===== src/sv/cetd_pkg.sv =====
// shared widths, types and word rotation helpers of the error trapping decoder
// no dependencies
package cetd_pkg;

	localparam int WordW   = 12;
	localparam int DataW   = 6;
	localparam int NumCols = 6;
	localparam int MaxRot  = 11;
	localparam int RotW    = $clog2(MaxRot);
	localparam int CfgIdxW = $clog2(NumCols);

	typedef logic [WordW-1:0] word_t;
	typedef logic [DataW-1:0] synd_t;
	typedef logic [RotW-1:0]  rot_t;
	typedef word_t [NumCols-1:0] col_arr_t;
	typedef synd_t [MaxRot-1:0]  synd_arr_t;

	// outcome of the trapping search for one request
	typedef struct packed {
		logic  found;
		rot_t  rot;
		synd_t synd;
	} sel_t;

	// reset value of parity-check column p: a single bit at parity position p
	function automatic word_t col_reset(int unsigned p);
		logic [2*WordW-1:0] t;
		t = (2*WordW)'(1) << (DataW + p);
		return t[WordW-1:0];
	endfunction

	// rotate toward the lower index by a constant count
	function automatic word_t rot_dn(word_t w, int unsigned n);
		logic [2*WordW-1:0] t;
		t = {w, w} >> n;
		return t[WordW-1:0];
	endfunction

	// rotate toward the higher index by a run-time count
	function automatic word_t rot_up(word_t w, rot_t n);
		logic [2*WordW-1:0] t;
		t = {w, w} << n;
		return t[2*WordW-1:WordW];
	endfunction

endpackage


===== src/sv/cetd_in_if.sv =====
// input channel of the error trapping decoder: one received word per request
// depends on cetd_pkg
interface cetd_in_if import cetd_pkg::*; ();
	logic  valid;
	logic  ready;
	word_t received_word;

	modport source (output valid, output received_word, input ready);
	modport sink (input valid, input received_word, output ready);
endinterface


===== src/sv/cetd_out_if.sv =====
// output channel of the error trapping decoder: decoded word and status
// depends on cetd_pkg
interface cetd_out_if import cetd_pkg::*; ();
	logic  valid;
	logic  ready;
	word_t corrected_word;
	synd_t data_bits;
	logic  error_fixed;
	logic  decode_status;

	modport source (output valid, output corrected_word, output data_bits,
		output error_fixed, output decode_status, input ready);
	modport sink (input valid, input corrected_word, input data_bits,
		input error_fixed, input decode_status, output ready);
endinterface


===== src/sv/cetd_synd.sv =====
// stage 1: syndromes of the received word at every trial rotation
// depends on cetd_pkg
module cetd_synd import cetd_pkg::*; (
	input  logic      clk,
	input  logic      arst_n,
	input  logic      adv,
	input  logic      in_valid,
	input  word_t     in_word,
	input  col_arr_t  cols,
	output logic      vld_s1,
	output word_t     word_s1,
	output synd_arr_t synd_s1
);

	synd_arr_t synd;

	// one parity tree per rotation and matrix column
	always_comb begin
		for (int r = 0; r < MaxRot; r++) begin
			for (int p = 0; p < DataW; p++) begin
				synd[r][p] = ^(rot_dn(in_word, r) & cols[p]);
			end
		end
	end

	// valid bit
	always_ff @(posedge clk or negedge arst_n) begin
		if (!arst_n) begin
			vld_s1 <= 1'b0;
		end else if (adv) begin
			vld_s1 <= in_valid;
		end
	end

	// payload
	always_ff @(posedge clk) begin
		if (adv) begin
			word_s1 <= in_word;
			synd_s1 <= synd;
		end
	end

endmodule


===== src/sv/cetd_sel.sv =====
// stage 2: picks the first rotation whose syndrome weight is at most one
// depends on cetd_pkg
module cetd_sel import cetd_pkg::*; (
	input  logic      clk,
	input  logic      arst_n,
	input  logic      adv,
	input  logic      vld_s1,
	input  word_t     word_s1,
	input  synd_arr_t synd_s1,
	output logic      vld_s2,
	output word_t     word_s2,
	output sel_t      sel_s2
);

	sel_t sel;

	// priority search, lowest rotation wins
	always_comb begin
		sel = '0;
		for (int r = MaxRot - 1; r >= 0; r--) begin
			if ((synd_s1[r] & (synd_s1[r] - synd_t'(1))) == '0) begin
				sel.found = 1'b1;
				sel.rot   = rot_t'(r);
				sel.synd  = synd_s1[r];
			end
		end
	end

	// valid bit
	always_ff @(posedge clk or negedge arst_n) begin
		if (!arst_n) begin
			vld_s2 <= 1'b0;
		end else if (adv) begin
			vld_s2 <= vld_s1;
		end
	end

	// payload
	always_ff @(posedge clk) begin
		if (adv) begin
			word_s2 <= word_s1;
			sel_s2  <= sel;
		end
	end

endmodule


===== src/sv/cetd_fix.sv =====
// stage 3: flips the trapped parity bit at the original position, output register
// depends on cetd_pkg
module cetd_fix import cetd_pkg::*; (
	input  logic  clk,
	input  logic  arst_n,
	input  logic  adv,
	input  logic  vld_s2,
	input  word_t word_s2,
	input  sel_t  sel_s2,
	output logic  vld_s3,
	output word_t word_s3,
	output logic  fixed_s3,
	output logic  status_s3
);

	logic  one;
	word_t flip;

	// a single-bit syndrome corrects; the pattern is rotated back before the xor
	assign one  = sel_s2.found && (sel_s2.synd != '0);
	assign flip = rot_up({sel_s2.synd, {(WordW - DataW){1'b0}}}, sel_s2.rot);

	// valid bit
	always_ff @(posedge clk or negedge arst_n) begin
		if (!arst_n) begin
			vld_s3 <= 1'b0;
		end else if (adv) begin
			vld_s3 <= vld_s2;
		end
	end

	// result payload
	always_ff @(posedge clk) begin
		if (adv) begin
			word_s3   <= one ? (word_s2 ^ flip) : word_s2;
			fixed_s3  <= one;
			status_s3 <= !sel_s2.found;
		end
	end

endmodule


===== src/sv/cyclic_error_trapping_decoder.sv =====
// top level of the single-error trapping decoder for a (12,6) cyclic code
// depends on cetd_pkg, cetd_in_if, cetd_out_if, cetd_synd, cetd_sel, cetd_fix

// Decodes one received 12-bit word per clock cycle: stage 1 forms the syndromes
// for all eleven trial rotations in parallel, stage 2 picks the first rotation
// with syndrome weight zero or one, stage 3 applies the correction and holds the
// result in the output register. The whole pipeline advances together and halts
// only while a finished result waits at the output, so throughput is one
// request per cycle as long as the sink takes results. The user must write the
// six parity-check columns through the configuration port only while the block
// is idle; the block does not enforce this. Indexes past five are ignored.
module cyclic_error_trapping_decoder import cetd_pkg::*; (
	input  logic                clk,
	input  logic                arst_n,
	input  logic                cfg_we,
	input  logic [CfgIdxW-1:0]  cfg_idx,
	input  word_t               cfg_data,
	cetd_in_if.sink             in_ch,
	cetd_out_if.source          out_ch
);

	col_arr_t  col_q;
	logic      adv;
	logic      vld_s1;
	word_t     word_s1;
	synd_arr_t synd_s1;
	logic      vld_s2;
	word_t     word_s2;
	sel_t      sel_s2;
	logic      vld_s3;
	word_t     word_s3;
	logic      fixed_s3;
	logic      status_s3;

	// parity-check column registers
	always_ff @(posedge clk or negedge arst_n) begin
		if (!arst_n) begin
			for (int p = 0; p < NumCols; p++) begin
				col_q[p] <= col_reset(p);
			end
		end else if (cfg_we) begin
			for (int p = 0; p < NumCols; p++) begin
				if (cfg_idx == CfgIdxW'(p)) begin
					col_q[p] <= cfg_data;
				end
			end
		end
	end

	// pipeline moves whenever the output register is free or being emptied
	assign adv         = !vld_s3 || out_ch.ready;
	assign in_ch.ready = adv;

	cetd_synd u_synd (
		.clk      (clk),
		.arst_n   (arst_n),
		.adv      (adv),
		.in_valid (in_ch.valid),
		.in_word  (in_ch.received_word),
		.cols     (col_q),
		.vld_s1   (vld_s1),
		.word_s1  (word_s1),
		.synd_s1  (synd_s1)
	);

	cetd_sel u_sel (
		.clk     (clk),
		.arst_n  (arst_n),
		.adv     (adv),
		.vld_s1  (vld_s1),
		.word_s1 (word_s1),
		.synd_s1 (synd_s1),
		.vld_s2  (vld_s2),
		.word_s2 (word_s2),
		.sel_s2  (sel_s2)
	);

	cetd_fix u_fix (
		.clk       (clk),
		.arst_n    (arst_n),
		.adv       (adv),
		.vld_s2    (vld_s2),
		.word_s2   (word_s2),
		.sel_s2    (sel_s2),
		.vld_s3    (vld_s3),
		.word_s3   (word_s3),
		.fixed_s3  (fixed_s3),
		.status_s3 (status_s3)
	);

	// result channel
	assign out_ch.valid          = vld_s3;
	assign out_ch.corrected_word = word_s3;
	assign out_ch.data_bits      = word_s3[DataW-1:0];
	assign out_ch.error_fixed    = fixed_s3;
	assign out_ch.decode_status  = status_s3;

endmodule


===== src/flat_wrapper.sv =====
// flat-port wrapper written by rule: the top's interface ports become plain ports
module cyclic_error_trapping_decoder_flat import cetd_pkg::*;
  (clk, arst_n, cfg_we, cfg_idx, cfg_data, in_ch_valid, in_ch_received_word, in_ch_ready, out_ch_valid, out_ch_corrected_word, out_ch_data_bits, out_ch_error_fixed, out_ch_decode_status, out_ch_ready);
  cetd_in_if in_ch_i ();
  cetd_out_if out_ch_i ();
  input  logic clk;
  input  logic arst_n;
  input  logic cfg_we;
  input  logic [CfgIdxW-1:0] cfg_idx;
  input  word_t cfg_data;
  input wire logic [$bits(in_ch_i.valid)-1:0] in_ch_valid;
  input wire logic [$bits(in_ch_i.received_word)-1:0] in_ch_received_word;
  output wire logic [$bits(in_ch_i.ready)-1:0] in_ch_ready;
  output wire logic [$bits(out_ch_i.valid)-1:0] out_ch_valid;
  output wire logic [$bits(out_ch_i.corrected_word)-1:0] out_ch_corrected_word;
  output wire logic [$bits(out_ch_i.data_bits)-1:0] out_ch_data_bits;
  output wire logic [$bits(out_ch_i.error_fixed)-1:0] out_ch_error_fixed;
  output wire logic [$bits(out_ch_i.decode_status)-1:0] out_ch_decode_status;
  input wire logic [$bits(out_ch_i.ready)-1:0] out_ch_ready;
  assign in_ch_i.valid = in_ch_valid;
  assign in_ch_i.received_word = in_ch_received_word;
  assign in_ch_ready = in_ch_i.ready;
  assign out_ch_valid = out_ch_i.valid;
  assign out_ch_corrected_word = out_ch_i.corrected_word;
  assign out_ch_data_bits = out_ch_i.data_bits;
  assign out_ch_error_fixed = out_ch_i.error_fixed;
  assign out_ch_decode_status = out_ch_i.decode_status;
  assign out_ch_i.ready = out_ch_ready;
  cyclic_error_trapping_decoder u_core (.clk(clk), .arst_n(arst_n), .cfg_we(cfg_we), .cfg_idx(cfg_idx), .cfg_data(cfg_data), .in_ch(in_ch_i), .out_ch(out_ch_i));
endmodule

===== config.mk =====
export PLATFORM = sky130hd
export DESIGN_NAME = cyclic_error_trapping_decoder_flat
export DESIGN_NICKNAME = d
export VERILOG_FILES = /design/src/sv/cetd_pkg.sv /design/src/sv/cetd_in_if.sv /design/src/sv/cetd_out_if.sv /design/src/sv/cetd_synd.sv /design/src/sv/cetd_sel.sv /design/src/sv/cetd_fix.sv /design/src/sv/cyclic_error_trapping_decoder.sv /design/src/flat_wrapper.sv
export SDC_FILE = /design/constraint.sdc
export NUM_CORES = 1
export LEC_CHECK = 0
export BUFFER_PORTS_ARGS = -buffer_cell sky130_fd_sc_hd__clkbuf_2
export CAP_MARGIN = 0
export CELL_PAD_IN_SITES_DETAIL_PLACEMENT = 1
export CELL_PAD_IN_SITES_GLOBAL_PLACEMENT = 1
export CORE_ASPECT_RATIO = 1.1
export CORE_MARGIN = 2
export CORE_UTILIZATION = 40
export DETAILED_ROUTE_END_ITERATION = 10
export PLACE_DENSITY = 0.76
export SYNTH_ARGS = -nofsm -noshare
export SYNTH_HDL_FRONTEND = slang
export SYNTH_SLANG_ARGS = --single-unit

===== constraint.sdc =====
create_clock -name clk -period 5.5 [get_ports clk]
set_input_delay 0.825 -clock clk [delete_from_list [all_inputs] [get_ports clk]]
set_output_delay 0.825 -clock clk [all_outputs]
set_load 0.01 [all_outputs]

# Word-level counts from Yosys, hierarchy flattened
# Cells that the tools add are included.
[word_totals]
register_bits = 190
latch_bits = 0
ramBits = 0
romBits = 0
word_cells = 231
memories = 0
[op_classes]
addsub = 11
multipliers = 0
div = 0
order_cmp = 0
n_eq_ne = 5
shift = 1
mux = 12
n_bitwise = 78
n_reduce_logical = 93
[op_table]
columns = ["cell", "count"]
rows = [
  ["$and A12 B12 Y12", 66],
  ["$reduce_xor A12 Y1", 66],
  ["$and A6 B6 Y6", 11],
  ["$logic_not A6 Y1", 11],
  ["$sub A6 B1 Y6 const B", 11],
  ["$mux W9", 4],
  ["$shl A24 B4 Y24", 1],
  ["$mux W10", 2],
  ["$mux W8", 2],
  ["$mux W12", 1],
  ["$reduce_and A2 Y1", 6],
  ["$xor A12 B12 Y12", 1],
  ["$mux W11", 1],
  ["$reduce_or A10 Y1", 1],
  ["$reduce_or A8 Y1", 1],
  ["$mux W7", 1],
  ["$eq A3 B2 Y1 const B", 2],
  ["$eq A3 B3 Y1 const B", 2],
  ["$mux W6", 1],
  ["$reduce_bool A6 Y1", 1],
  ["$reduce_or A4 Y1", 1],
  ["$eq A3 B1 Y1 const B", 1],
  ["$logic_not A3 Y1", 1],
  ["$logic_not A1 Y1", 2],
  ["3 further kinds", 3],
]

# Logic depth before layout (Yosys ltp)
[depth]
depth_word = 14
ltp_mapped = 8

# Hierarchy
# Synthesis repeated with hierarchy kept, for this count alone.
[hier_totals]
cells_unflattened = 2226
area_unflattened_um2 = 19346.1
[by_module_without_submodules]
columns = ["mod", "instances", "cells_each", "area_each_um2"]
rows = [
  ["cetd_synd", 1, 1688, 12878.6],
  ["cyclic_error_trapping_decoder", 1, 163, 2937.8],
  ["cetd_sel", 1, 272, 2349.8],
  ["cetd_fix", 1, 103, 1179.9],
]

# Least setup slack after synthesis
# OpenSTA, ideal clock, no wires.
[synth_path]
path_kind = "in2out"
startpoint = "input out_ch_ready"
endpoint = "output in_ch_ready"
arrival_time_ns = 3.741
required_time_ns = 4.675
slack_ns = 0.934
cell_stages = 1
path_cell_list = "nand2b_1"
[synth_between]
elab_chain_cells = 1
[synth_rtl]
columns = ["element", "line", "rtl"]
rows = [
  ["start, declared", "flat_wrapper.sv:19", "input wire logic [$bits(out_ch_i.ready)-1:0] out_ch_ready;"],
  ["$logic_or A1 B1 Y1", "cyclic_error_trapping_decoder.sv:51", "assign adv = !vld_s3 || out_ch.ready;"],
  ["end, declared", "flat_wrapper.sv:13", "output wire logic [$bits(in_ch_i.ready)-1:0] in_ch_ready;"],
]
# No other way between the ends.

==> metrics.md <==
| Metric | Value |
|---|---|
| Switching power | `between 0.005 and 0.006 W` |
| Nature of the critical path startpoint | `primary input` |
| Die height | `roughly 230 um` |
| Crit Path Class | `primary input to flop` |
| Remaining antenna violation count | `0` |
| Peak Freq | `310 MHz` |
| Initial antenna violation count | `1` |
| Number of library cell types mapped by synthesis | `77` |
| Starting density of the core | `40.8%` |
| Max IR drop VDD | `0.322 mV` |
| Slowest CP cell | `clkbuf_2` |
| DIE WIDTH | `approximately 210 um` |
| Mux cell area share after synthesis | `5.25%` |
| Crit end category | `flop` |
| Area after DPL | `approximately 19000 um^2` |
| Setup Slack @ Placement | `between 1500 and 2000 ps` |
| Detailed-route wire length per cell | `roughly 23 um` |
| H-Tree Depth | `4` |
| Worst path max stage delay | `between 800 and 900 ps` |
| Final Slew Violations | `0` |
| Critical path buffer and inverter count | `2` |
| CP Max Fanout | `44` |
| Share of cells above drive strength 1 | `a little under a tenth` |
| Post-Syn Area | `approximately 19000 um^2` |
| Power Dens Cells | `approximately 550 nW/um^2` |
| Synthesis-stage register bit count | `190` |
| # clock sinks | `190` |
| Vias in the first global route | `16740` |
| Synthesis-to-finish area growth | `5.62%` |
| Reg2reg setup slack | `roughly 2500 ps` |
| TritonCTS Buffers | `17` |
| Final HPWL DP | `approximately 43 mm` |
| Synth area leader | `xnor2_1` |
| Clk network pwr share | `between 10% and 20%` |
| Crit path to | `u_core.u_synd.synd_s1[2]` |
| Flop pwr share | `around a third` |
| Min-delay worst type | `flop to flop` |
| R2R Path End | `u_core.u_sel.sel_s2[3]` |
| Synthesis warning total | `0` |
| Synth top area cells | `xnor2_1 25%, edfxtp_1 19%, nand2_1 16%, xor2_1 9.5%, dfrtp_1 9.3%` |
| Worst setup startpoint | `in_ch_received_word[11]` |
| RSZ-0062 raised after global routing | `false` |
| Drt initial violations | `1254` |
| Synth Area in Simple Gates | `between 20 and 25%` |
| Post-synthesis compound-gate area fraction | `about 5.6%` |
| Crit path required time | `about 5700 ps` |
| Worst path top cell family by delay | `buffers and inverters` |
| CTS tree | `done` |
| Post-synth net total | `approximately 2400` |
| Final wirelength | `around 64 mm` |
| Final setup fails | `0` |
| Final period util | `58.7%` |
| Setup Fix Bufs, Post-CTS | `0` |
| Tot Pwr | `roughly 0.011 W` |
| Top FF cell, synth | `edfxtp_1` |
| Final setup margin | `around 2300 ps` |
| Port bufs | `53` |
| Reg2reg start | `u_core.u_synd.synd_s1[0]` |
| Worst endpoint data arrival time | `between 3000 and 4000 ps` |
| Adder-cell share of the synthesized area | `0.537%` |
| Clock root buffer | `clkbuf_16` |
| Lkg Pwr | `between 7 and 8 nW` |
| Core box area | `between 40000 and 50000 um^2` |
| Pin count of the biggest net entering global routing | `76` |
| Xor/xnor share of the synthesized area | `34.7%` |
| Routed vias | `between 15000 and 20000` |
| Filler cell count | `around 5500` |
| Net Sw Frac | `between 40% and 50%` |
| Critical-path cell list | `clkbuf_2, buf_4, nand2_1, xor2_1, xnor2_1, xnor2_1, xnor2_1` |
| Num rows | `82` |
| Int Pwr | `0.00576 W` |
| Post-synth top area share | `between 20% and 30%` |
| Clk_lat worst skew | `just under 500 ps` |
| Nets | `~2300` |
| # IOs | `between 50 and 60` |
| Largest family of logic cells by synthesized area | `XOR/XNOR gates` |
| DR pass1 iterations | `5` |
| Final min period | `around 3200 ps` |
| TNS Setup | `0 ps` |
| Post-Syn Area per Cell | `approximately 8.0 um^2` |
| First-pass GRT wire length | `98.9 mm` |
| Fraction of registers with async set/reset | `about 39%` |
| GP Congestion | `~0.92` |
| WP depth | `7` |
| Worst-path clk slew | `90 ps` |
| CTS Buffer Depth | `2` |
| Register-to-Register Path Depth | `6` |
| Worst-Margin Slew | `1210 ps` |
| Register area share after synthesis | `about 29%` |
| Cell mode on critical path | `xnor2_1` |
| Die area | `between 40000 and 50000 um^2` |
| Total grt overflow | `0` |
| Count of cells resized by post-cts repair | `0` |
| Overall Global Routing Usage | `26.7%` |
| Status | `finished, final reports clean` |
| Fin. Hold Viols | `0` |
| Relative slew slack | `a little under a fifth` |
| Synthesized netlist cell count | `2333` |
| Worst Clk Skew | `between 15 and 20 ps` |
| Max Cap Violations | `0` |
| Power share of the combinational group | `53.1%` |
| Post-CTS Hold Buffers | `0` |
| Ant. Diodes | `0` |
| Drc violations | `0` |
| Final Instance Area | `between 15000 and 20000 um^2` |
| Vias/cell | `5.69` |
| EDFF count, synth | `around 120` |
==> cell usage after synthesis, types with 7 or more instances <==
master	instances
nor3b_1	7
nor3_1	27
xor2_1	203
o21ai_0	9
nor4_1	8
maj3_1	10
o211ai_1	12
a31oi_1	8
a21oi_1	23
mux2_2	77
o31ai_1	7
a211oi_1	12
xnor2_1	535
inv_1	19
buf_1	35
dfrtp_1	69
or4_1	8
nand3_1	10
nand2_1	818
or3_1	7
nor2_1	29
mux2i_1	9
edfxtp_1	115
clkbuf_1	145
==> cell families (layout without fill, tap and decap cells) <==
family                     after synthesis  count (layout)
muxes                                   87              87
xor gates and xnor gates               738             738
adders and majority gates               10              10
AOI/OAI and AO/OA                      141             141
buffers and inverters                  214             126
DFF                                    190             190
and+or+nand+nor                        953             953
==> layout make-up <==
class | count | area, um^2 | share of cell area, %
tap | 588 | 736 | 3.74
multi-input combinational | 1929 | 12500 | 63.3
sequential | 190 | 5340 | 27.1
clock buffer | 17 | 425 | 2.16
clock inverter | 15 | 193 | 0.978
timing repair buffer | 74 | 463 | 2.35
inverter | 20 | 75.1 | 0.381
==> sequential cells by signal, indices dropped and copies added (netlist names), 11 cells and up <==
name and count:
u_core.col_q 72, u_core.u_synd.synd_s1 66, u_core.u_fix.word_s3 12, u_core.u_sel.word_s2 12, u_core.u_synd.word_s1 12, u_core.u_sel.sel_s2 11
==> how the worst min path moves through the flow <==
stage	cells past startpoint	start	slack, ps	endpoint
floorplan	0	u_core.u_synd.word_s1[0]	400	u_core.u_sel.word_s2[0]
global placement	0	u_core.u_synd.word_s1[11]	400	u_core.u_sel.word_s2[11]
detailed placement	0	u_core.u_synd.word_s1[10]	410	u_core.u_sel.word_s2[10]
CTS	0	u_core.u_synd.word_s1[3]	430	u_core.u_sel.word_s2[3]
global route	0	u_core.u_synd.word_s1[3]	420	u_core.u_sel.word_s2[3]
finish	0	u_core.u_synd.word_s1[3]	430	u_core.u_sel.word_s2[3]
==> through the flow <==
step,std cells,util [%],hold slack (ps)
6_report,2833,43.0,431
5_1_grt,2833,43.0,422
4_1_cts,2833,43.0,428
3_5_place_dp,2801,41.7,407
3_3_place_gp,2801,41.7,402
2_1_floorplan,2333,-,400
==> cell usage in the layout, fill, tap and decap left out, types with 7 or more instances in the layout <==
cell type  netlist  routed
nor2_1          29      29
mux2i_1          9       9
clkbuf_16        0      17
xnor2_1        535     535
a31oi_1          8       8
o21ai_0          9       9
xor2_1         203     203
or3_1            7       7
edfxtp_1       115     115
or4_1            8       8
maj3_1          10      10
nand3_1         10      10
buf_4            6      19
inv_1           19      19
clkbuf_2         0      52
o211ai_1        12      12
nor3_1          27      26
o31ai_1          7       7
mux2_2          77      77
a211oi_1        12      12
a21oi_1         23      23
nand2_1        818     818
nor4_1           8       8
dfrtp_1         69      69
==> power by group through the flow <==
stage | Combinational [W] | Clock, W | Sequential [W]
6_report | 0.00575 | 0.00134 | 0.00374
5_1_grt | 0.00623 | 0.00141 | 0.00380
3_3_place_gp | 0.00552 | 0 | 0.00366
2_1_floorplan | 0.00499 | 0 | 0.00279
4_1_cts | 0.00575 | 0.00137 | 0.00370
3_5_place_dp | 0.00572 | 0 | 0.00372
==> routing by layer <==
layer / up-vias / global-route usage [%] / routed length, um
li1: 7243 / - / -
met1: 8190 / 32.6 / 26500
met2: 532 / 45.9 / 31600
met3: 144 / 3.37 / 3390
met4: 0 / 14.2 / 2920
met5: - / 0 / 0
Power figures use the tool's default switching activity.
